### src/rtl/bsbp_pkg.sv
// bsbp_pkg: types, constants and elaboration-time table builders for the
// beam-search best-path tracer; no dependencies
`timescale 1ns / 1ps

package bsbp_pkg;

	localparam int MAX_STEPS_DEF = 16;
	localparam int MAX_BEAM_DEF  = 16;
	localparam int RESULT_CAP    = 16;
	localparam int JOB_IDX_W     = 6;   // covers up to 64 steps or slots
	localparam int LOG_W         = 23;  // log2 value, Q16
	localparam int CFG_IDX_W     = 2;
	localparam int CFG_DATA_W    = 16;
	localparam int QUEUE_DEPTH   = 4;

	localparam logic [23:0] EOS_TOKEN = 24'd2;

	localparam logic [CFG_IDX_W-1:0] REG_OUT_LEN    = 2'd0;
	localparam logic [CFG_IDX_W-1:0] REG_BEAM_WIDTH = 2'd1;
	localparam logic [CFG_IDX_W-1:0] REG_LEN_PEN    = 2'd2;

	typedef struct packed {
		logic [23:0]        token;
		logic signed [31:0] score;
		logic [3:0]         parent_slot;
	} cell_t;

	typedef struct packed {
		logic [23:0] out_token;
		logic        is_last;
		logic        is_empty;
	} result_t;

	// classified cell handed from front to back
	typedef struct packed {
		logic [23:0]          token;
		logic signed [31:0]   score;
		logic [3:0]           parent;
		logic [JOB_IDX_W-1:0] step;
		logic [JOB_IDX_W-1:0] slot;
		logic                 need_score;
		logic                 last_cell;
		logic                 restart;
	} job_t;

	typedef enum logic [3:0] {
		B_IDLE,
		B_LOG,
		B_EXP,
		B_MAG,
		B_SAT,
		B_CMP,
		B_TR_INIT,
		B_TR_RD,
		B_TR_WB,
		B_TR_FIN,
		B_EMIT
	} bsbp_state_t;

	// log2(n) in Q16 by repeated squaring of the mantissa
	function automatic longint unsigned fx_log2(input int unsigned n);
		int unsigned       k;
		longint unsigned   x;
		longint unsigned   frac;
		k = 0;
		frac = 0;
		while (k < 31 && (n >> (k + 1)) != 0) k++;
		x = (longint'(n) << 30) >> k;
		for (int it = 0; it < 16; it++) begin
			x = (x * x) >> 30;
			frac = frac << 1;
			if (x >= (64'd2 << 30)) begin
				x = x >> 1;
				frac = frac | 64'd1;
			end
		end
		return (longint'(k) << 16) | frac;
	endfunction

	function automatic longint unsigned isqrt64(input longint unsigned v_in);
		longint unsigned v;
		longint unsigned res;
		longint unsigned bitw;
		v = v_in;
		res = 0;
		bitw = 64'd1 << 62;
		while (bitw > v) bitw = bitw >> 2;
		while (bitw != 0) begin
			if (v >= res + bitw) begin
				v = v - (res + bitw);
				res = (res >> 1) + bitw;
			end else begin
				res = res >> 1;
			end
			bitw = bitw >> 2;
		end
		return res;
	endfunction

	// 2^(2^-k) in Q1.30, built by successive square roots
	function automatic longint unsigned exp2_const(input int k);
		longint unsigned c;
		c = 64'd2 << 30;
		for (int i = 1; i <= k; i++) c = isqrt64(c << 30);
		return c;
	endfunction

endpackage

### src/rtl/bsbp_front.sv
// bsbp_front: configuration registers, grid position counters and finished
// flags; classifies each cell into a job. depends on bsbp_pkg
`timescale 1ns / 1ps

module bsbp_front #(
	parameter int MAX_STEPS = bsbp_pkg::MAX_STEPS_DEF,
	parameter int MAX_BEAM  = bsbp_pkg::MAX_BEAM_DEF
) (
	input  logic                            clk,
	input  logic                            arst_n,
	input  logic                            cfg_we,
	input  logic [bsbp_pkg::CFG_IDX_W-1:0]  cfg_index,
	input  logic [bsbp_pkg::CFG_DATA_W-1:0] cfg_data,
	input  logic                            cell_valid,
	input  bsbp_pkg::cell_t                 item,
	input  logic                            job_full,
	output logic                            job_push,
	output bsbp_pkg::job_t                  job,
	output logic [15:0]                     length_penalty
);
	import bsbp_pkg::*;

	localparam int SW  = $clog2(MAX_STEPS);
	localparam int SLW = (MAX_BEAM > 1) ? $clog2(MAX_BEAM) : 1;

	logic [4:0]          out_len_q;
	logic [4:0]          beam_width_q;
	logic [15:0]         pen_q;
	logic [SW-1:0]       step_q;
	logic [SLW-1:0]      slot_q;
	logic [MAX_BEAM-1:0] done_prev_q;
	logic [MAX_BEAM-1:0] done_cur_q;

	int unsigned         len_eff;
	int unsigned         bw_eff;
	logic                oor;
	logic [SW-1:0]       step;
	logic [SLW-1:0]      slot;
	logic [MAX_BEAM-1:0] dprev;
	logic [MAX_BEAM-1:0] dcur;
	logic [SLW-1:0]      par_c;
	logic                fin_in;
	logic                need;
	logic                fin;
	logic                slot_last;
	logic                last_cell;
	logic                accept;
	logic [MAX_BEAM-1:0] dcur_next;

	assign length_penalty = pen_q;

	always_comb begin
		if (out_len_q == '0) len_eff = 1;
		else if (32'(out_len_q) > MAX_STEPS) len_eff = MAX_STEPS;
		else len_eff = 32'(out_len_q);
		if (beam_width_q == '0) bw_eff = 1;
		else if (32'(beam_width_q) > MAX_BEAM) bw_eff = MAX_BEAM;
		else bw_eff = 32'(beam_width_q);
	end

	always_comb begin
		oor   = (32'(step_q) >= len_eff) || (32'(slot_q) >= bw_eff);
		step  = oor ? '0 : step_q;
		slot  = oor ? '0 : slot_q;
		dprev = oor ? '0 : done_prev_q;
		dcur  = oor ? '0 : done_cur_q;
		// parent beyond the beam folds onto the last slot
		if (32'(item.parent_slot) >= bw_eff) par_c = SLW'(bw_eff - 1);
		else par_c = SLW'(item.parent_slot);
		fin_in    = dprev[par_c];
		need      = !fin_in && (item.token == EOS_TOKEN || 32'(step) + 1 == len_eff);
		fin       = fin_in || need;
		slot_last = (32'(slot) + 1 == bw_eff);
		last_cell = slot_last && (32'(step) + 1 == len_eff);
		dcur_next = dcur;
		if (fin) dcur_next[slot] = 1'b1;
	end

	assign accept   = cell_valid && !job_full;
	assign job_push = accept;

	always_comb begin
		job.token      = item.token;
		job.score      = item.score;
		job.parent     = 4'(par_c);
		job.step       = JOB_IDX_W'(step);
		job.slot       = JOB_IDX_W'(slot);
		job.need_score = need;
		job.last_cell  = last_cell;
		job.restart    = (step == '0) && (slot == '0);
	end

	always_ff @(posedge clk or negedge arst_n) begin
		if (!arst_n) begin
			out_len_q    <= 5'd14;
			beam_width_q <= 5'd6;
			pen_q        <= '0;
			step_q       <= '0;
			slot_q       <= '0;
			done_prev_q  <= '0;
			done_cur_q   <= '0;
		end else if (cfg_we) begin
			unique case (cfg_index)
				REG_OUT_LEN:    out_len_q    <= cfg_data[4:0];
				REG_BEAM_WIDTH: beam_width_q <= cfg_data[4:0];
				REG_LEN_PEN:    pen_q        <= cfg_data;
				default: ;
			endcase
			if (cfg_index == REG_OUT_LEN || cfg_index == REG_BEAM_WIDTH ||
			    cfg_index == REG_LEN_PEN) begin
				step_q      <= '0;
				slot_q      <= '0;
				done_prev_q <= '0;
				done_cur_q  <= '0;
			end
		end else if (accept) begin
			if (slot_last) begin
				slot_q      <= '0;
				done_cur_q  <= '0;
				done_prev_q <= last_cell ? '0 : dcur_next;
				step_q      <= last_cell ? '0 : step + SW'(1);
			end else begin
				slot_q     <= slot + SLW'(1);
				step_q     <= step;
				done_cur_q <= dcur_next;
				done_prev_q <= dprev;
			end
		end
	end

endmodule

### config.mk
export PLATFORM = sky130hd
export DESIGN_NAME = bsbp_front
export DESIGN_NICKNAME = d
export VERILOG_FILES = /design/src/rtl/bsbp_pkg.sv /design/src/rtl/bsbp_front.sv
export SDC_FILE = /design/constraint.sdc
export NUM_CORES = 1
export LEC_CHECK = 0
export ABC_AREA = 0
export BUFFER_PORTS_ARGS = -buffer_cell sky130_fd_sc_hd__buf_2
export CORE_ASPECT_RATIO = 1.75
export CORE_MARGIN = 10
export CORE_UTILIZATION = 50
export CTS_CLUSTER_SIZE = 20
export DETAILED_ROUTE_END_ITERATION = 8
export PLACE_DENSITY = 0.81
export SYNTH_ARGS = -nofsm -noshare
export SYNTH_HDL_FRONTEND = slang
export SYNTH_SLANG_ARGS = --single-unit
### constraint.sdc
create_clock -name clk -period 6.04 [get_ports clk]
set_input_delay 1.208 -clock clk [delete_from_list [all_inputs] [get_ports clk]]
set_output_delay 1.208 -clock clk [all_outputs]
set_load 0.02 [all_outputs]
==> results.md <==
* Final setup violation count at 0
* Initial antenna violation count at 0
* Ys flop type: dfrtp_1
* Internal power at 0.9917 mW
* Fin Setup TNS at 0 ns
* Top-area cell type share of the netlist area at 33.31%
* Die W at 92.38 µm
* Hold Path Origin: done_cur_q[2]
* Initial core utilization at 50.72%
* Antenna-violating nets left at 0
* PortBufs at 106
* Setup Skew at about 0.005 ns
* Area contributors post-synth: dfrtp_1, buf_4, mux2_2, ha_1, a32o_1
* Synth Cell Area at 0.004583 mm²
* First-pass GRT wire length at 20110 µm
* Total grt overflow at 0
* Core area at 0.009036 mm²
* Worst R2R Path Depth at 18
* All-Layer GR Usage at 18.26%
* Chip Height at 146.7 µm
* FMAX at roughly 170 MHz
* Setup slack on the worst flop-to-flop path at 0.83 ns
* Worst-skew pair later-pin latency at 0.33 ns
* Largest net degree at the start of global routing at 67
* DRC violations left at 0
* DP Cell Count at 607
* Fill cells at 781
* Final setup margin at 0.2983 ns
* Core Rows at 46
* Synth Register Bits at between 60 and 70
* Routed vias at 3843
* CTS Sinks at 66
* Peak supply drop at 0.0001875 V
* Number of distinct library cells after synthesis at between 60 and 70
* Placed wire-length estimate at 9623 µm
* Layout cells sized above 1 at 36.24%
* Most frequent cells after synthesis: buf_4, dfrtp_1, nand2_1
* Clock buffer depth at 2
* Least-Margin Pin Slew at 1.202 ns
* Post-synth ARST share at 100.0%
* Crit path time final at 5.742 ns
* Mean routed wirelength per cell at around 20 µm
* EDFF count, synth at 0
* Net Switching at a little over 0.5 mW
* Critical Setup Path Class: reg2out
* Reg2reg start: out_len_q[2]
* Count leader, synth: buf_4
* Critical Path End: job[1]
* CTS tree: built
* Part of the power in combinational logic at 31.5%
* Slew Limit Fails at 0
* PD cells at approximately 300 mW/mm²
* Synthesized area per cell at a little under 10 µm²
* Pleak at 2.295 nW
* Slowest-stage cell, CP: dfstp_2
* DIE AREA at 0.01355 mm²
* CTS Buf Count at 9
* Cell count after synthesis at 463
* Most common cell on crit path: inv_1
* RePlAce Congestion at 0.9415
* Vias per cell at a little over 6
* Relative slew slack at 19.88%
* Placement Cell Area at 0.004708 mm²
* Element type at the critical path start: flop
* Clock share of power at between 30% and 40%
* Vias in the first global route at between 4k and 5k
* Crit path largest cell delay at 0.58 ns
* Root buffer cell: clkbuf_16
* Worst EP arrival at 4.53 ns
* Nature of the critical path endpoint: output pin
* Drt first pass iters at 5
* Unrepaired setup endpoints after global routing: false
* 1st-iter DRT viols at 240
* Sequential share of power at 34.2%
* Area growth syn-to-layout at 9.664%
* Final worst path period share at 95.06%
* Non-filler instance count after layout at 625
* Sw Share at 34.23%
* Clk slew on worst S/H paths at ~0.050 ns
* Register area share after synthesis at 36.17%
* Warnings, synthesis at 0
* H-Tree Depth at 3
* Max_cap viols at 0
* Class of the worst hold path: reg2reg
* Final hold violation count at 0
* CP required at approximately 4.8 ns
* # IOs at 175
* Design Area, Final at 0.005026 mm²
* Pre-CTS setup slack at 0.4261 ns
* Yosys top cell by area: dfrtp_1
* Outcome: complete, no violations
* Final wirelength at 12470 µm
* Antenna diode count at 0
* Final Core Density at 55.62%
* CP max FO at 11
* RR Endpoint: done_prev_q[2]
* Nets at around 600
* CP Launch Point: out_len_q[2]
* Crit-path cells: nor3_1 -> o21bai_1 -> inv_1 -> ha_1 -> nand2b_4 -> a2111oi_4 -> nor3_4 -> nor2_2 -> nand2_1 -> inv_1 -> ha_2 -> inv_1 -> or2_2 -> o211a_1 -> a211o_1 -> nor2b_1 -> buf_2
[layout make-up]
class / instances / area (µm²) / share of cell area (%)
clock buffers: 12 / 246.5 / 4.904
multi-input cells: 295 / 2288 / 45.53
inverters: 17 / 63.81 / 1.270
well taps: 120 / 150.1 / 2.987
repair buffers: 111 / 568.0 / 11.30
flip-flops and latches: 66 / 1658 / 32.98
clock inverters: 4 / 51.30 / 1.021
[worst min path at each step]
stage | end | slack [ns] | depth (start not counted)
2_1_floorplan | done_cur_q[10] | 0.46 | 1
6_report | done_cur_q[2] | 0.49 | 1
3_3_place_gp | done_cur_q[2] | 0.48 | 1
3_5_place_dp | done_cur_q[2] | 0.48 | 1
4_1_cts | done_cur_q[2] | 0.49 | 1
5_1_grt | done_cur_q[3] | 0.50 | 1
[per-stage QoR]
stage	hold WS, ns	power, mW
after detailed placement	0.4817	0.9920
after global placement	0.4755	0.9766
final	0.4929	1.508
after floorplan	0.4641	0.9026
after global routing	0.5049	1.586
after CTS	0.4940	1.509
[routing by layer]
metal	up-vias	wire [µm]	track usage [%]
li1	1721	-	-
met4	0	678	11.94
met1	1845	4358	17.98
met3	70	880	4.620
met5	-	0	0
met2	207	6550	32.52
[power groups by stage]
stage	Combinational [mW]	Clock (mW)	Sequential, mW
3_5_place_dp	0.469	0	0.523
2_1_floorplan	0.364	0	0.539
5_1_grt	0.519	0.545	0.522
3_3_place_gp	0.456	0	0.521
4_1_cts	0.471	0.523	0.516
6_report	0.475	0.517	0.516
[state kept, by name (all words and copies together), names as in the netlist]
name and cells:
length_penalty 16, done_cur_q 16, out_len_q 5, beam_width_q 5, slot_q 4, step_q 4, done_prev_q 16
[placed cells by master (no fill, tap or decap), drive strengths merged, types with 12 or more instances in the layout]
cell type,count
a22oi,16
a32o,15
buf,111
clkbuf,12
dfrtp,61
ha,19
inv,17
mux2,29
nand2,29
nand3,19
nor2,21
o31ai,17
[cells by family (layout without fill, tap and decap cells)]
group / after synthesis / in the layout / share of synthesized area, %
simple gates: 131 / 131 / 15.42
other cells: 1 / 4 / 0.08182
buf+inv: 105 / 144 / 14.25
xor+xnor: 6 / 6 / 1.447
fa+ha+maj: 19 / 19 / 5.187
flops: 66 / 66 / 36.17
compound gates: 106 / 106 / 20.31
mux: 29 / 29 / 7.125
[worst max-delay path, delay by kind of cell (launching register included)]
kind                     cells  cell delay [ns]
adder cells (fa/ha/maj)      2             0.59
flip-flops                   1             0.58
AO/OA/AOI/OAI                4             1.32
buffers and inverters        4             0.51
AND/OR/NAND/NOR              7             1.20
[timing repair]
item / in CTS / in global routing
resized for setup: 0 / 2
setup buffers: 0 / 2
endpoints found under the setup margin: 0 / 2
hold buffers: 0 / 0
(Power assumes the default switching activity.)
