File: config.mk
export PLATFORM = sky130hd
export DESIGN_NAME = bsbp_queue
export DESIGN_NICKNAME = d
export VERILOG_FILES = /design/src/rtl/bsbp_pkg.sv /design/src/rtl/bsbp_queue.sv
export SDC_FILE = /design/constraint.sdc
export NUM_CORES = 1
export LEC_CHECK = 0
export BUFFER_PORTS_ARGS = -buffer_cell sky130_fd_sc_hd__buf_2
export CELL_PAD_IN_SITES_DETAIL_PLACEMENT = 0
export CELL_PAD_IN_SITES_GLOBAL_PLACEMENT = 1
export CORE_ASPECT_RATIO = 2
export CORE_MARGIN = 8
export CORE_UTILIZATION = 29
export DETAILED_ROUTE_END_ITERATION = 16
export GPL_TIMING_DRIVEN = 1
export PLACE_DENSITY_LB_ADDON = 0.08
export SETUP_SLACK_MARGIN = 0.3
export SLEW_MARGIN = 20
export SYNTH_ARGS = -nofsm -noshare
export SYNTH_HDL_FRONTEND = slang
export SYNTH_SLANG_ARGS = --single-unit
File: constraint.sdc
create_clock -name clk -period 4.1 [get_ports clk]
set_clock_uncertainty 0.1 [all_clocks]
set_input_delay 0.615 -clock clk [delete_from_list [all_inputs] [get_ports clk]]
set_output_delay 0.615 -clock clk [all_outputs]
set_load 0.005 [all_outputs]
File: src/rtl/bsbp_pkg.sv
// bsbp_pkg: types, constants and elaboration-time table builders for the
// beam-search best-path tracer; no dependencies
`timescale 1ns / 1ps

package bsbp_pkg;

	localparam int MAX_STEPS_DEF = 16;
	localparam int MAX_BEAM_DEF  = 16;
	localparam int RESULT_CAP    = 16;
	localparam int JOB_IDX_W     = 6;   // covers up to 64 steps or slots
	localparam int LOG_W         = 23;  // log2 value, Q16
	localparam int CFG_IDX_W     = 2;
	localparam int CFG_DATA_W    = 16;
	localparam int QUEUE_DEPTH   = 4;

	localparam logic [23:0] EOS_TOKEN = 24'd2;

	localparam logic [CFG_IDX_W-1:0] REG_OUT_LEN    = 2'd0;
	localparam logic [CFG_IDX_W-1:0] REG_BEAM_WIDTH = 2'd1;
	localparam logic [CFG_IDX_W-1:0] REG_LEN_PEN    = 2'd2;

	typedef struct packed {
		logic [23:0]        token;
		logic signed [31:0] score;
		logic [3:0]         parent_slot;
	} cell_t;

	typedef struct packed {
		logic [23:0] out_token;
		logic        is_last;
		logic        is_empty;
	} result_t;

	// classified cell handed from front to back
	typedef struct packed {
		logic [23:0]          token;
		logic signed [31:0]   score;
		logic [3:0]           parent;
		logic [JOB_IDX_W-1:0] step;
		logic [JOB_IDX_W-1:0] slot;
		logic                 need_score;
		logic                 last_cell;
		logic                 restart;
	} job_t;

	typedef enum logic [3:0] {
		B_IDLE,
		B_LOG,
		B_EXP,
		B_MAG,
		B_SAT,
		B_CMP,
		B_TR_INIT,
		B_TR_RD,
		B_TR_WB,
		B_TR_FIN,
		B_EMIT
	} bsbp_state_t;

	// log2(n) in Q16 by repeated squaring of the mantissa
	function automatic longint unsigned fx_log2(input int unsigned n);
		int unsigned       k;
		longint unsigned   x;
		longint unsigned   frac;
		k = 0;
		frac = 0;
		while (k < 31 && (n >> (k + 1)) != 0) k++;
		x = (longint'(n) << 30) >> k;
		for (int it = 0; it < 16; it++) begin
			x = (x * x) >> 30;
			frac = frac << 1;
			if (x >= (64'd2 << 30)) begin
				x = x >> 1;
				frac = frac | 64'd1;
			end
		end
		return (longint'(k) << 16) | frac;
	endfunction

	function automatic longint unsigned isqrt64(input longint unsigned v_in);
		longint unsigned v;
		longint unsigned res;
		longint unsigned bitw;
		v = v_in;
		res = 0;
		bitw = 64'd1 << 62;
		while (bitw > v) bitw = bitw >> 2;
		while (bitw != 0) begin
			if (v >= res + bitw) begin
				v = v - (res + bitw);
				res = (res >> 1) + bitw;
			end else begin
				res = res >> 1;
			end
			bitw = bitw >> 2;
		end
		return res;
	endfunction

	// 2^(2^-k) in Q1.30, built by successive square roots
	function automatic longint unsigned exp2_const(input int k);
		longint unsigned c;
		c = 64'd2 << 30;
		for (int i = 1; i <= k; i++) c = isqrt64(c << 30);
		return c;
	endfunction

endpackage

File: src/rtl/bsbp_queue.sv
// bsbp_queue: small job queue between the front and the back
// depends on bsbp_pkg
`timescale 1ns / 1ps

module bsbp_queue #(
	parameter int DEPTH = bsbp_pkg::QUEUE_DEPTH
) (
	input  logic          clk,
	input  logic          arst_n,
	input  logic          wr_en,
	input  bsbp_pkg::job_t wr_job,
	output logic          q_full,
	input  logic          rd_en,
	output bsbp_pkg::job_t rd_job,
	output logic          q_empty
);
	import bsbp_pkg::*;

	localparam int PW = (DEPTH > 1) ? $clog2(DEPTH) : 1;
	localparam int CW = $clog2(DEPTH + 1);

	job_t          mem_q [DEPTH];
	logic [PW-1:0] wr_ptr_q;
	logic [PW-1:0] rd_ptr_q;
	logic [CW-1:0] count_q;
	logic          do_wr;
	logic          do_rd;

	assign q_full  = (count_q == CW'(DEPTH));
	assign q_empty = (count_q == '0);
	assign do_wr   = wr_en && !q_full;
	assign do_rd   = rd_en && !q_empty;
	assign rd_job  = mem_q[rd_ptr_q];

	always_ff @(posedge clk) begin
		if (do_wr) begin
			mem_q[wr_ptr_q] <= wr_job;
		end
	end

	always_ff @(posedge clk or negedge arst_n) begin
		if (!arst_n) begin
			wr_ptr_q <= '0;
			rd_ptr_q <= '0;
			count_q  <= '0;
		end else begin
			if (do_wr) begin
				wr_ptr_q <= (32'(wr_ptr_q) == DEPTH - 1) ? '0 : wr_ptr_q + PW'(1);
			end
			if (do_rd) begin
				rd_ptr_q <= (32'(rd_ptr_q) == DEPTH - 1) ? '0 : rd_ptr_q + PW'(1);
			end
			if (do_wr && !do_rd) begin
				count_q <= count_q + CW'(1);
			end else if (do_rd && !do_wr) begin
				count_q <= count_q - CW'(1);
			end
		end
	end

endmodule

==> results of run 1 <==
==> cells by family after synthesis <==
kind of cell | Yosys count | synth area share
mux | 79 | 0.154
flops | 307 | 0.813
xor+xnor | 3 | 0.00233
buf+inv | 21 | 0.0150
simple gates | 10 | 0.00543
fa+ha+maj | 7 | 0.00842
compound gates | 2 | 0.00177
==> synth_stat cells, types with 2 or more instances <==
cell	number	area [µm²]
mux2_2	2	22.5
buf_1	3	11.3
inv_1	3	11.3
and2_1	4	25.0
buf_4	4	30.0
edfxtp_1	300	9010
nor2_1	2	7.51
dfrtp_1	7	175
ha_1	6	75.1
mux4_2	75	1690
xor2_1	2	17.5
nor3_1	2	10.0
mux2_1	2	22.5
buf_2	6	30.0
buf_12	3	60.1
==> cells in the final DEF (no fill, tap or decap), types with 2 or more instances in the layout <==
cell type  synthesis  routed
clkinv_2           0       2
and2_4             0       4
nor3_1             2       2
clkinv_4           0       3
inv_1              3       3
clkbuf_1           0       8
clkbuf_16          0      29
buf_4              4       4
edfxtp_1         300     300
clkinv_1           0       6
mux2_1             2       2
dfrtp_1            7       5
bufinv_16          0       3
dfrtp_4            0       2
buf_12             3       5
ha_1               6       6
xor2_1             2       2
buf_2              6     155
mux2_2             2       2
nor2_1             2       2
mux4_2            75      75
==> routing by layer <==
metal,global-route usage,vias up,wire [µm]
met5,0,-,27
met2,0.227,125,15000
met1,0.122,2675,9330
met4,0.0338,4,503
li1,-,2194,-
met3,0.0277,38,1350
==> final timing paths <==
check,start,endpoint,slack (ps),depth (start not counted)
worst max-delay path,rd_ptr_q[0]$_DFFE_PN0P_,rd_job[13],1060,3
worst min-delay path,wr_job[5],mem_q[1][5]$_DFFE_PP_,180,1
worst min register to register,count_q[2]$_DFFE_PN0P_,count_q[2]$_DFFE_PN0P_,430,1
min in group asynchronous,arst_n,count_q[2]$_DFFE_PN0P_,350,2
worst max register to register,count_q[2]$_DFFE_PN0P_,mem_q[2][42]$_DFFE_PP_,1460,4
max in group asynchronous,arst_n,rd_ptr_q[0]$_DFFE_PN0P_,3340,2
==> state kept, by name, summed over array words and instances, names as in the netlist <==
name / count
mem_q: 300
count_q: 3
rd_ptr_q: 2
wr_ptr_q: 2
==> layout make-up <==
class / instances / area [µm²]
clock buffer: 37 / 756
clock inverter: 14 / 149
fill: 3696 / 24900
inverter: 3 / 11.3
multi-input combinational: 101 / 1950
sequential: 307 / 9190
tap: 520 / 651
timing repair buffer: 165 / 916
==> power groups by stage <==
stage	sequential [W]	combinational, W	clock [W]
6_report	0.00438	0.00268	0.00260
5_1_grt	0.00445	0.00296	0.00280
3_3_place_gp	0.00443	0.00282	0
3_5_place_dp	0.00447	0.00284	0
2_1_floorplan	0.00435	0.00169	0
4_1_cts	0.00440	0.00285	0.00269
==> metrics by stage <==
stage	hold WS, ps	setup WS, ps
after detailed placement	385	1210
after floorplan	219	916
after CTS	146	943
after global placement	383	1280
final	181	1060
after global routing	155	898
==> what timing repair did <==
item                                    4_1_cts  5_1_grt
hold endpoints to repair                      7        0
endpoints found under the setup margin        0        0
resized for setup                             0        0
hold buffers                                  1        0
==> critical path, stage by stage (launching register included) <==
cell	delay, ps
dfrtp_4	570
buf_4	430
mux4_2	610
buf_2	150
==> flow_metrics.py, run 1 <==
metrics = {
    "status": {
        "outcome": "finished, final reports clean",
    },
    "floorplanning": {
        "start_util": 0.293,
        "die_width_um": 156,
        "core_area_mm2": 0.0385,
        "die_area_mm2": 0.0459,
        "fp-row-count": 102,
        "ios": 156,
        "die_y_um": 295,
    },
    "cts": {
        "cts.clk_slew.worst_paths_ps": 60,
        "clk_latency_ps": 540,
        "cts_tree": "built",
        "htree_levels": 1,
        "postCtsSetupBuffers": 0,
        "cts_num_sinks": 307,
        "numCtsBuffers": 28,
        "clockBufferDepth": 3,
        "root_buffer": "clkbuf_16",
    },
    "timing": {
        "finalHoldViolations": 0,
        "rsz0062_at_grt": "false",
        "worst_slew_pin_slew_ps": 721,
        "finalCriticalPeriod_ps": 3040,
        "timing.final.crit_share": 0.741,
        "finalSetupViolations": 0,
        "fmax_mhz": 329,
        "finalMaxSlewViolations": 0,
        "fin_tns_setup_ps": 0,
        "slew_headroom": 0.519,
    },
    "finish": {
        "fin_area_mm2": 0.0136,
        "fin_nets": 692,
        "final_util": 0.353,
        "area_delta_synth_final_pct": 20.6,
        "instances_no_fill": 1147,
        "antenna_cells": 0,
        "drive_gt1_frac": 0.456,
    },
    "power": {
        "power_density_mw_per_mm2": 709,
        "switchingPower_w": 0.00275,
        "p_int_w": 0.00690,
        "comb_power_share": 0.278,
        "irDropWorstVdd_mv": 0.324,
        "leakage_nw": 4.55,
        "p_total_w": 0.00965,
        "netSwitchingFraction": 0.285,
        "pwr-share-clk": 0.269,
        "pwr-share-seq": 0.454,
    },
    "route": {
        "viasPerCell": 4.39,
        "drtAntennaViolNets": 0,
        "drtPass1Iterations": 4,
        "drtIter0Drc": 294,
        "routedWlPerCell_um": 22.8,
        "vias": 5036,
        "drt_wl_total_um": 26200,
        "drc": 0,
    },
    "yosys": {
        "synth_edf_count": 300,
        "syn_nets": 515,
        "async_flop_share": 0.0228,
        "synth.avg_cell_area_um2": 26.3,
        "synth-seq-cells": 307,
        "ys_seq_area_frac": 0.813,
        "synth_cell_type_count": 23,
        "synth_cells": 429,
        "syn_area_mm2": 0.0113,
        "synth_ff_type": "edfxtp_1",
        "yosysWarnings": 0,
    },
    "placed_design": {
        "portBuffers": 155,
        "gp_congestion": 0.634,
        "postPlaceCellArea_mm2": 0.0127,
        "placedCellCount": 1095,
        "hpwl_um": 16700,
    },
    "grt": {
        "grt_pass1_vias": 6050,
        "groute.usage.overall": 0.117,
        "antenna_found_initial": 4,
        "grt_max_degree": 56,
        "grt_overflow": 0,
        "grt_pass1_wl_um": 39400,
    },
    "worst_setup_path": {
        "critical_path_class": "reg -> out",
        "cp-end-kind": "primary output",
        "crit_required_ps": 3380,
        "cp-start-kind": "flop",
        "crit_arrival_ps": 2320,
        "path_max_fanout": 19,
    },
    "job": {
        "drv_cap": 0,
    },
    "hold_path": {
        "min_path_type": "in -> reg",
    },
}
Power figures use the tool's default switching activity.
==> inputs of run 2 (changes only) <==
- clock period: 4.1 -> 2.5 ns (I/O delays scaled with it)
==> flow_metrics.py, run 2 (synthesis results as in run 1) <==
metrics = {
    "timing": {
        "rsz0062_at_grt": "true",
        "slew_headroom": 0.772,
        "finalHoldViolations": 0,
        "setup_ws_ps": -57.4,
        "finalMaxSlewViolations": 0,
        "whs_ps": 87.8,
        "fmax_mhz": 391,
        "finalCriticalPeriod_ps": 2560,
        "timing.final.crit_share": 1.02,
        "finalSetupViolations": 27,
        "worst_slew_pin_slew_ps": 341,
    },
    "status": {
        "failed_checks": "negative setup slack",
        "outcome": "finished, violations left",
    },
    "finish": {
        "layout_common_cells": "edfxtp_1, buf_2, dlygate4sd3_1, mux4_2, clkbuf_16",
        "area_delta_synth_final_pct": 32.1,
        "num-fill-cells": 3577,
        "fin_nets": 785,
        "layout.cells.most_common": "edfxtp_1",
        "reg_top3": "mem_q: 300 flops, count_q: 3 flops",
        "final_util": 0.387,
        "drive_gt1_frac": 0.426,
        "regMostFlops": "mem_q",
        "largest_register_ffs": 300,
        "antenna_cells": 0,
    },
    "worst_setup_path": {
        "critical_path_class": "reg -> out",
        "r2r-end": "count_q[2]$_DFFE_PN0P_",
        "cp_common_cell": "buf_12",
        "rrSetupSlack_ps": 420,
        "cp-start-kind": "flop",
        "critical_path.top_delay_family": "buffers and inverters",
        "crit_required_ps": 2030,
        "path_max_fanout": 5,
        "crit_chain": "buf_12 > buf_12 > buf_16 > mux4_2 > buf_6",
        "slowest_delay_ps": 550,
        "ff2ff_path_depth": 7,
        "worst_path_max_delay_cell": "dfrtp_4",
        "crit_arrival_ps": 2080,
        "r2r-start": "count_q[1]$_DFFE_PN0P_",
        "cp-end-kind": "primary output",
        "cp_num_buf_inv": 4,
    },
    "power": {
        "leakage_nw": 5.08,
        "p_total_w": 0.0168,
        "irDropWorstVdd_mv": 0.600,
        "power_density_mw_per_mm2": 1130,
    },
    "floorplanning": {
        "start_util": 0.293,
        "die_width_um": 156,
        "fp-row-count": 102,
        "die_area_mm2": 0.0459,
        "ios": 156,
        "die_y_um": 295,
        "core_area_mm2": 0.0385,
    },
    "grt": {
        "antenna_found_initial": 0,
        "groute.usage.overall": 0.118,
        "grt_pass1_wl_um": 40200,
        "grt_max_degree": 48,
        "grt_overflow": 0,
        "grt_pass1_vias": 6439,
    },
    "route": {
        "vias": 5455,
        "drtPass1Iterations": 4,
        "drc": 0,
        "drt_wl_total_um": 26900,
        "routedWlPerCell_um": 21.7,
        "drtIter0Drc": 150,
        "viasPerCell": 4.40,
        "drtAntennaViolNets": 0,
    },
    "cts": {
        "cts_num_sinks": 307,
        "clk_latency_ps": 540,
        "cts.clk_slew.worst_paths_ps": 60,
        "cts_tree": "built",
        "clockBufferDepth": 3,
        "root_buffer": "clkbuf_16",
        "htree_levels": 1,
        "numCtsBuffers": 29,
    },
    "placed_design": {
        "hpwl_um": 15700,
        "portBuffers": 155,
        "gp_congestion": 0.660,
    },
    "hold_path": {
        "min_path_type": "in -> reg",
        "hold_depth": 3,
        "hp-start": "rd_en",
        "hold_end": "rd_ptr_q[0]$_DFFE_PN0P_",
    },
    "job": {
        "drv_cap": 0,
    },
}
-- run 2: cell count changes in the layout (fill, tap and decap cells not counted), moves of 3 or more --
cell	before	now
clkinv_2	2	6
buf_16	0	7
buf_2	155	129
dlygate4sd3_1	1	76
buf_12	5	14
clkinv_4	3	0
buf_6	0	27
-- run 2: worst reg2reg max path: cells and delay by family, from the launching register on --
family | cells | cell delay [ps]
fa+ha+maj | 2 | 610
compound gates | 1 | 320
xor+xnor | 2 | 330
buf+inv | 1 | 70
simple gates | 1 | 110
flops | 1 | 470
-- run 2: how the worst max path moves through the flow --
stage                            start                endpoint  slack [ps]  cells past startpoint
2_1_floorplan   count_q[2]$_DFFE_PN0P_   mem_q[0][0]$_DFFE_PP_         190                      4
4_1_cts        rd_ptr_q[0]$_DFFE_PN0P_              rd_job[54]        -120                      4
6_report       rd_ptr_q[0]$_DFFE_PN0P_              rd_job[29]         -60                      5
3_5_place_dp    count_q[0]$_DFFE_PN0P_  count_q[2]$_DFFE_PN0P_         300                      7
5_1_grt        rd_ptr_q[0]$_DFFE_PN0P_              rd_job[29]        -130                      5
3_3_place_gp    count_q[0]$_DFFE_PN0P_  count_q[2]$_DFFE_PN0P_         360                      7
-- run 2: final cells by class --
type | instances | area (µm²) | share of cell area
tap | 520 | 651 | 0.0436
clock inverter | 16 | 106 | 0.00713
clock buffer | 35 | 748 | 0.0502
multi-input combinational | 101 | 1960 | 0.131
sequential | 307 | 9190 | 0.616
inverter | 3 | 11.3 | 0.000755
timing repair buffer | 257 | 2250 | 0.151
-- run 2: stage by stage --
stage	std cells	TNS, ps	worst slack, ps	cell area, µm²
4_1_cts	1236	-4830	-124	14800
2_1_floorplan	429	0	185	11300
6_report	1239	-727	-57.4	14900
5_1_grt	1239	-5430	-132	14900
3_3_place_gp	1099	0	358	12800
3_5_place_dp	1099	0	301	12800
-- run 2: repair_timing --
item	CTS	global route
gates cloned	5	2
gates resized for setup	21	16
hold buffers	76	0
pin swaps	0	1
buffers inserted	5	1
endpoints found under the setup margin	76	76
endpoints found under the hold margin	307	0
-- run 2: power by group --
group	internal, W	switching, W	total, W
clock network	0.00222	0.00182	0.00404
logic	0.00305	0.00261	0.00566
registers	0.00680	0.000333	0.00713
total	0.0121	0.00476	0.0168
-- run 2: per-layer routing --
metal / GRT usage / vias up / wire, µm
li1: - / 2381 / -
met1: 0.121 / 2908 / 9570
met2: 0.227 / 129 / 15200
met3: 0.0278 / 37 / 1530
met4: 0.0385 / 0 / 574
met5: 0 / - / 0
==> inputs of run 3 (changes only) <==
- BUFFER_PORTS_ARGS: -buffer_cell sky130_fd_sc_hd__buf_2 -> -buffer_cell sky130_fd_sc_hd__buf_4
- CAP_MARGIN: unset -> 0
- REMOVE_ABC_BUFFERS: unset -> 1
==> flow_metrics.py, run 3 (synthesis results as in run 1) <==
metrics = {
    "timing": {
        "fin_tns_setup_ps": 0,
        "whs_ps": 70.8,
        "worst_slew_pin_slew_ps": 387,
        "finalHoldViolations": 0,
        "slew_headroom": 0.742,
        "rsz0062_at_grt": "true",
        "timing.final.crit_share": 1.00,
        "setup_ws_ps": 1.13,
        "finalCriticalPeriod_ps": 2500,
        "finalSetupViolations": 0,
        "finalMaxSlewViolations": 0,
        "fmax_mhz": 400,
    },
    "power": {
        "pwr-share-clk": 0.249,
        "irDropWorstVdd_mv": 0.513,
        "p_int_w": 0.0127,
        "pwr-share-seq": 0.406,
        "leakage_nw": 5.24,
        "comb_power_share": 0.346,
        "switchingPower_w": 0.00479,
        "power_density_mw_per_mm2": 1140,
        "netSwitchingFraction": 0.275,
    },
    "floorplanning": {
        "core_area_mm2": 0.0385,
        "die_y_um": 295,
        "fp-row-count": 102,
        "ios": 156,
        "die_area_mm2": 0.0459,
        "start_util": 0.293,
        "die_width_um": 156,
    },
    "finish": {
        "layout.cells.most_common": "edfxtp_1",
        "instances_no_fill": 1245,
        "reg_top3": "mem_q: 300 flops, count_q: 3 flops",
        "area_delta_synth_final_pct": 35.5,
        "final_util": 0.397,
        "largest_register_ffs": 300,
        "num-fill-cells": 3555,
        "layout_common_cells": "edfxtp_1, buf_4, dlygate4sd3_1, mux4_2, buf_6",
        "regMostFlops": "mem_q",
        "drive_gt1_frac": 0.431,
        "fin_nets": 789,
    },
    "cts": {
        "root_buffer": "clkbuf_16",
        "clk_latency_ps": 540,
        "htree_levels": 1,
        "cts_num_sinks": 307,
        "clockBufferDepth": 3,
        "cts_tree": "built",
        "cts.clk_slew.worst_paths_ps": 60,
        "numCtsBuffers": 29,
    },
    "route": {
        "drtAntennaViolNets": 0,
        "drt_wl_total_um": 26500,
        "drc": 0,
        "drtIter0Drc": 206,
        "routedWlPerCell_um": 21.3,
        "viasPerCell": 4.38,
        "drtPass1Iterations": 4,
        "vias": 5459,
    },
    "grt": {
        "grt_pass1_vias": 6335,
        "grt_overflow": 0,
        "grt_max_degree": 55,
        "groute.usage.overall": 0.115,
        "antenna_found_initial": 2,
        "grt_pass1_wl_um": 39300,
    },
    "worst_setup_path": {
        "rrSetupSlack_ps": 420,
        "crit_arrival_ps": 2020,
        "path_max_fanout": 13,
        "critical_path_class": "reg -> out",
        "r2r-start": "count_q[2]$_DFFE_PN0P_",
        "ff2ff_path_depth": 8,
        "cp-start-kind": "flop",
        "r2r-end": "count_q[2]$_DFFE_PN0P_",
        "cp-end-kind": "primary output",
        "crit_required_ps": 2030,
    },
    "placed_design": {
        "placedCellCount": 1101,
        "hpwl_um": 16000,
        "pre_cts_slack_ps": 270,
        "gp_congestion": 0.664,
        "portBuffers": 155,
    },
    "hold_path": {
        "hold_end": "rd_ptr_q[0]$_DFFE_PN0P_",
        "hp-start": "rd_en",
        "hold_depth": 3,
        "min_path_type": "in -> reg",
    },
    "status": {
        "outcome": "finished, final reports clean",
    },
    "job": {
        "drv_cap": 0,
    },
}
-- run 3: changes by cell type in the layout (fill, tap and decap cells not counted) --
cell / delta
inv_6: -1
clkbuf_16: +2
buf_4: +118
buf_16: -4
clkbuf_1: -3
buf_12: -7
buf_6: +24
clkinv_1: +4
clkinvlp_4: -2
dfrtp_2: +2
dfrtp_1: -2
bufinv_16: +3
diode_2: +1
buf_2: -129
-- run 3: what timing repair did --
item / 4_1_cts / 5_1_grt
gates cloned: 0 / 5
pin swaps: 0 / 1
buffers inserted: 5 / 5
endpoints found under the hold margin: 307 / 0
setup endpoints to repair: 76 / 76
hold buffers: 76 / 0
gates resized for setup: 2 / 55
-- run 3: through the flow --
stage	power [W]	cell area (µm²)
2_1_floorplan	0.00978	11100
3_3_place_gp	0.0125	13200
3_5_place_dp	0.0126	13200
4_1_cts	0.0172	14900
5_1_grt	0.0184	15300
6_report	0.0175	15300
-- run 3: worst max path at each step --
stage / startpoint / to / slack (ps) / cells after the start
2_1_floorplan: rd_ptr_q[0]$_DFFE_PN0P_ / rd_job[0] / -1650 / 1
3_3_place_gp: count_q[0]$_DFFE_PN0P_ / count_q[2]$_DFFE_PN0P_ / 380 / 7
3_5_place_dp: count_q[0]$_DFFE_PN0P_ / count_q[2]$_DFFE_PN0P_ / 270 / 7
4_1_cts: rd_ptr_q[0]$_DFFE_PN0P_ / rd_job[56] / -120 / 3
5_1_grt: rd_ptr_q[0]$_DFFE_PN0P_ / rd_job[8] / -80 / 4
6_report: rd_ptr_q[0]$_DFFE_PN0P_ / rd_job[8] / 1 / 4
-- run 3: power by group through the flow --
stage                     Clock [W]  Sequential (W)  Combinational [W]
after floorplan                   0         0.00754            0.00225
after detailed placement          0         0.00731            0.00526
after global placement            0         0.00724            0.00523
after global routing        0.00468         0.00717            0.00656
final                       0.00435         0.00708            0.00603
after CTS                   0.00453         0.00712            0.00554
-- run 3: cell type report --
class	instances	area (µm²)	area share
multi-input cells	101	1960	0.128
clock inverters	20	188	0.0123
flip-flops and latches	307	9190	0.601
inverters	3	11.3	0.000736
clock buffers	32	737	0.0482
diodes	1	2.50	0.000164
repair buffers	261	2560	0.167
well taps	520	651	0.0425
-- run 3: worst max-delay path, cell delays in order, from the launching register on --
cell and delay, ps:
dfrtp_4 430, buf_12 160, buf_16 180, mux4_2 560, buf_6 140
-- run 3: layer usage --
metal	vias up	wire (µm)	GRT usage	part of all wire
li1	2392	-	-	-
met1	2887	9770	0.120	0.37
met2	140	14800	0.220	0.56
met3	38	1370	0.0258	0.052
met4	2	572	0.0388	0.022
met5	-	13	0	0.00049
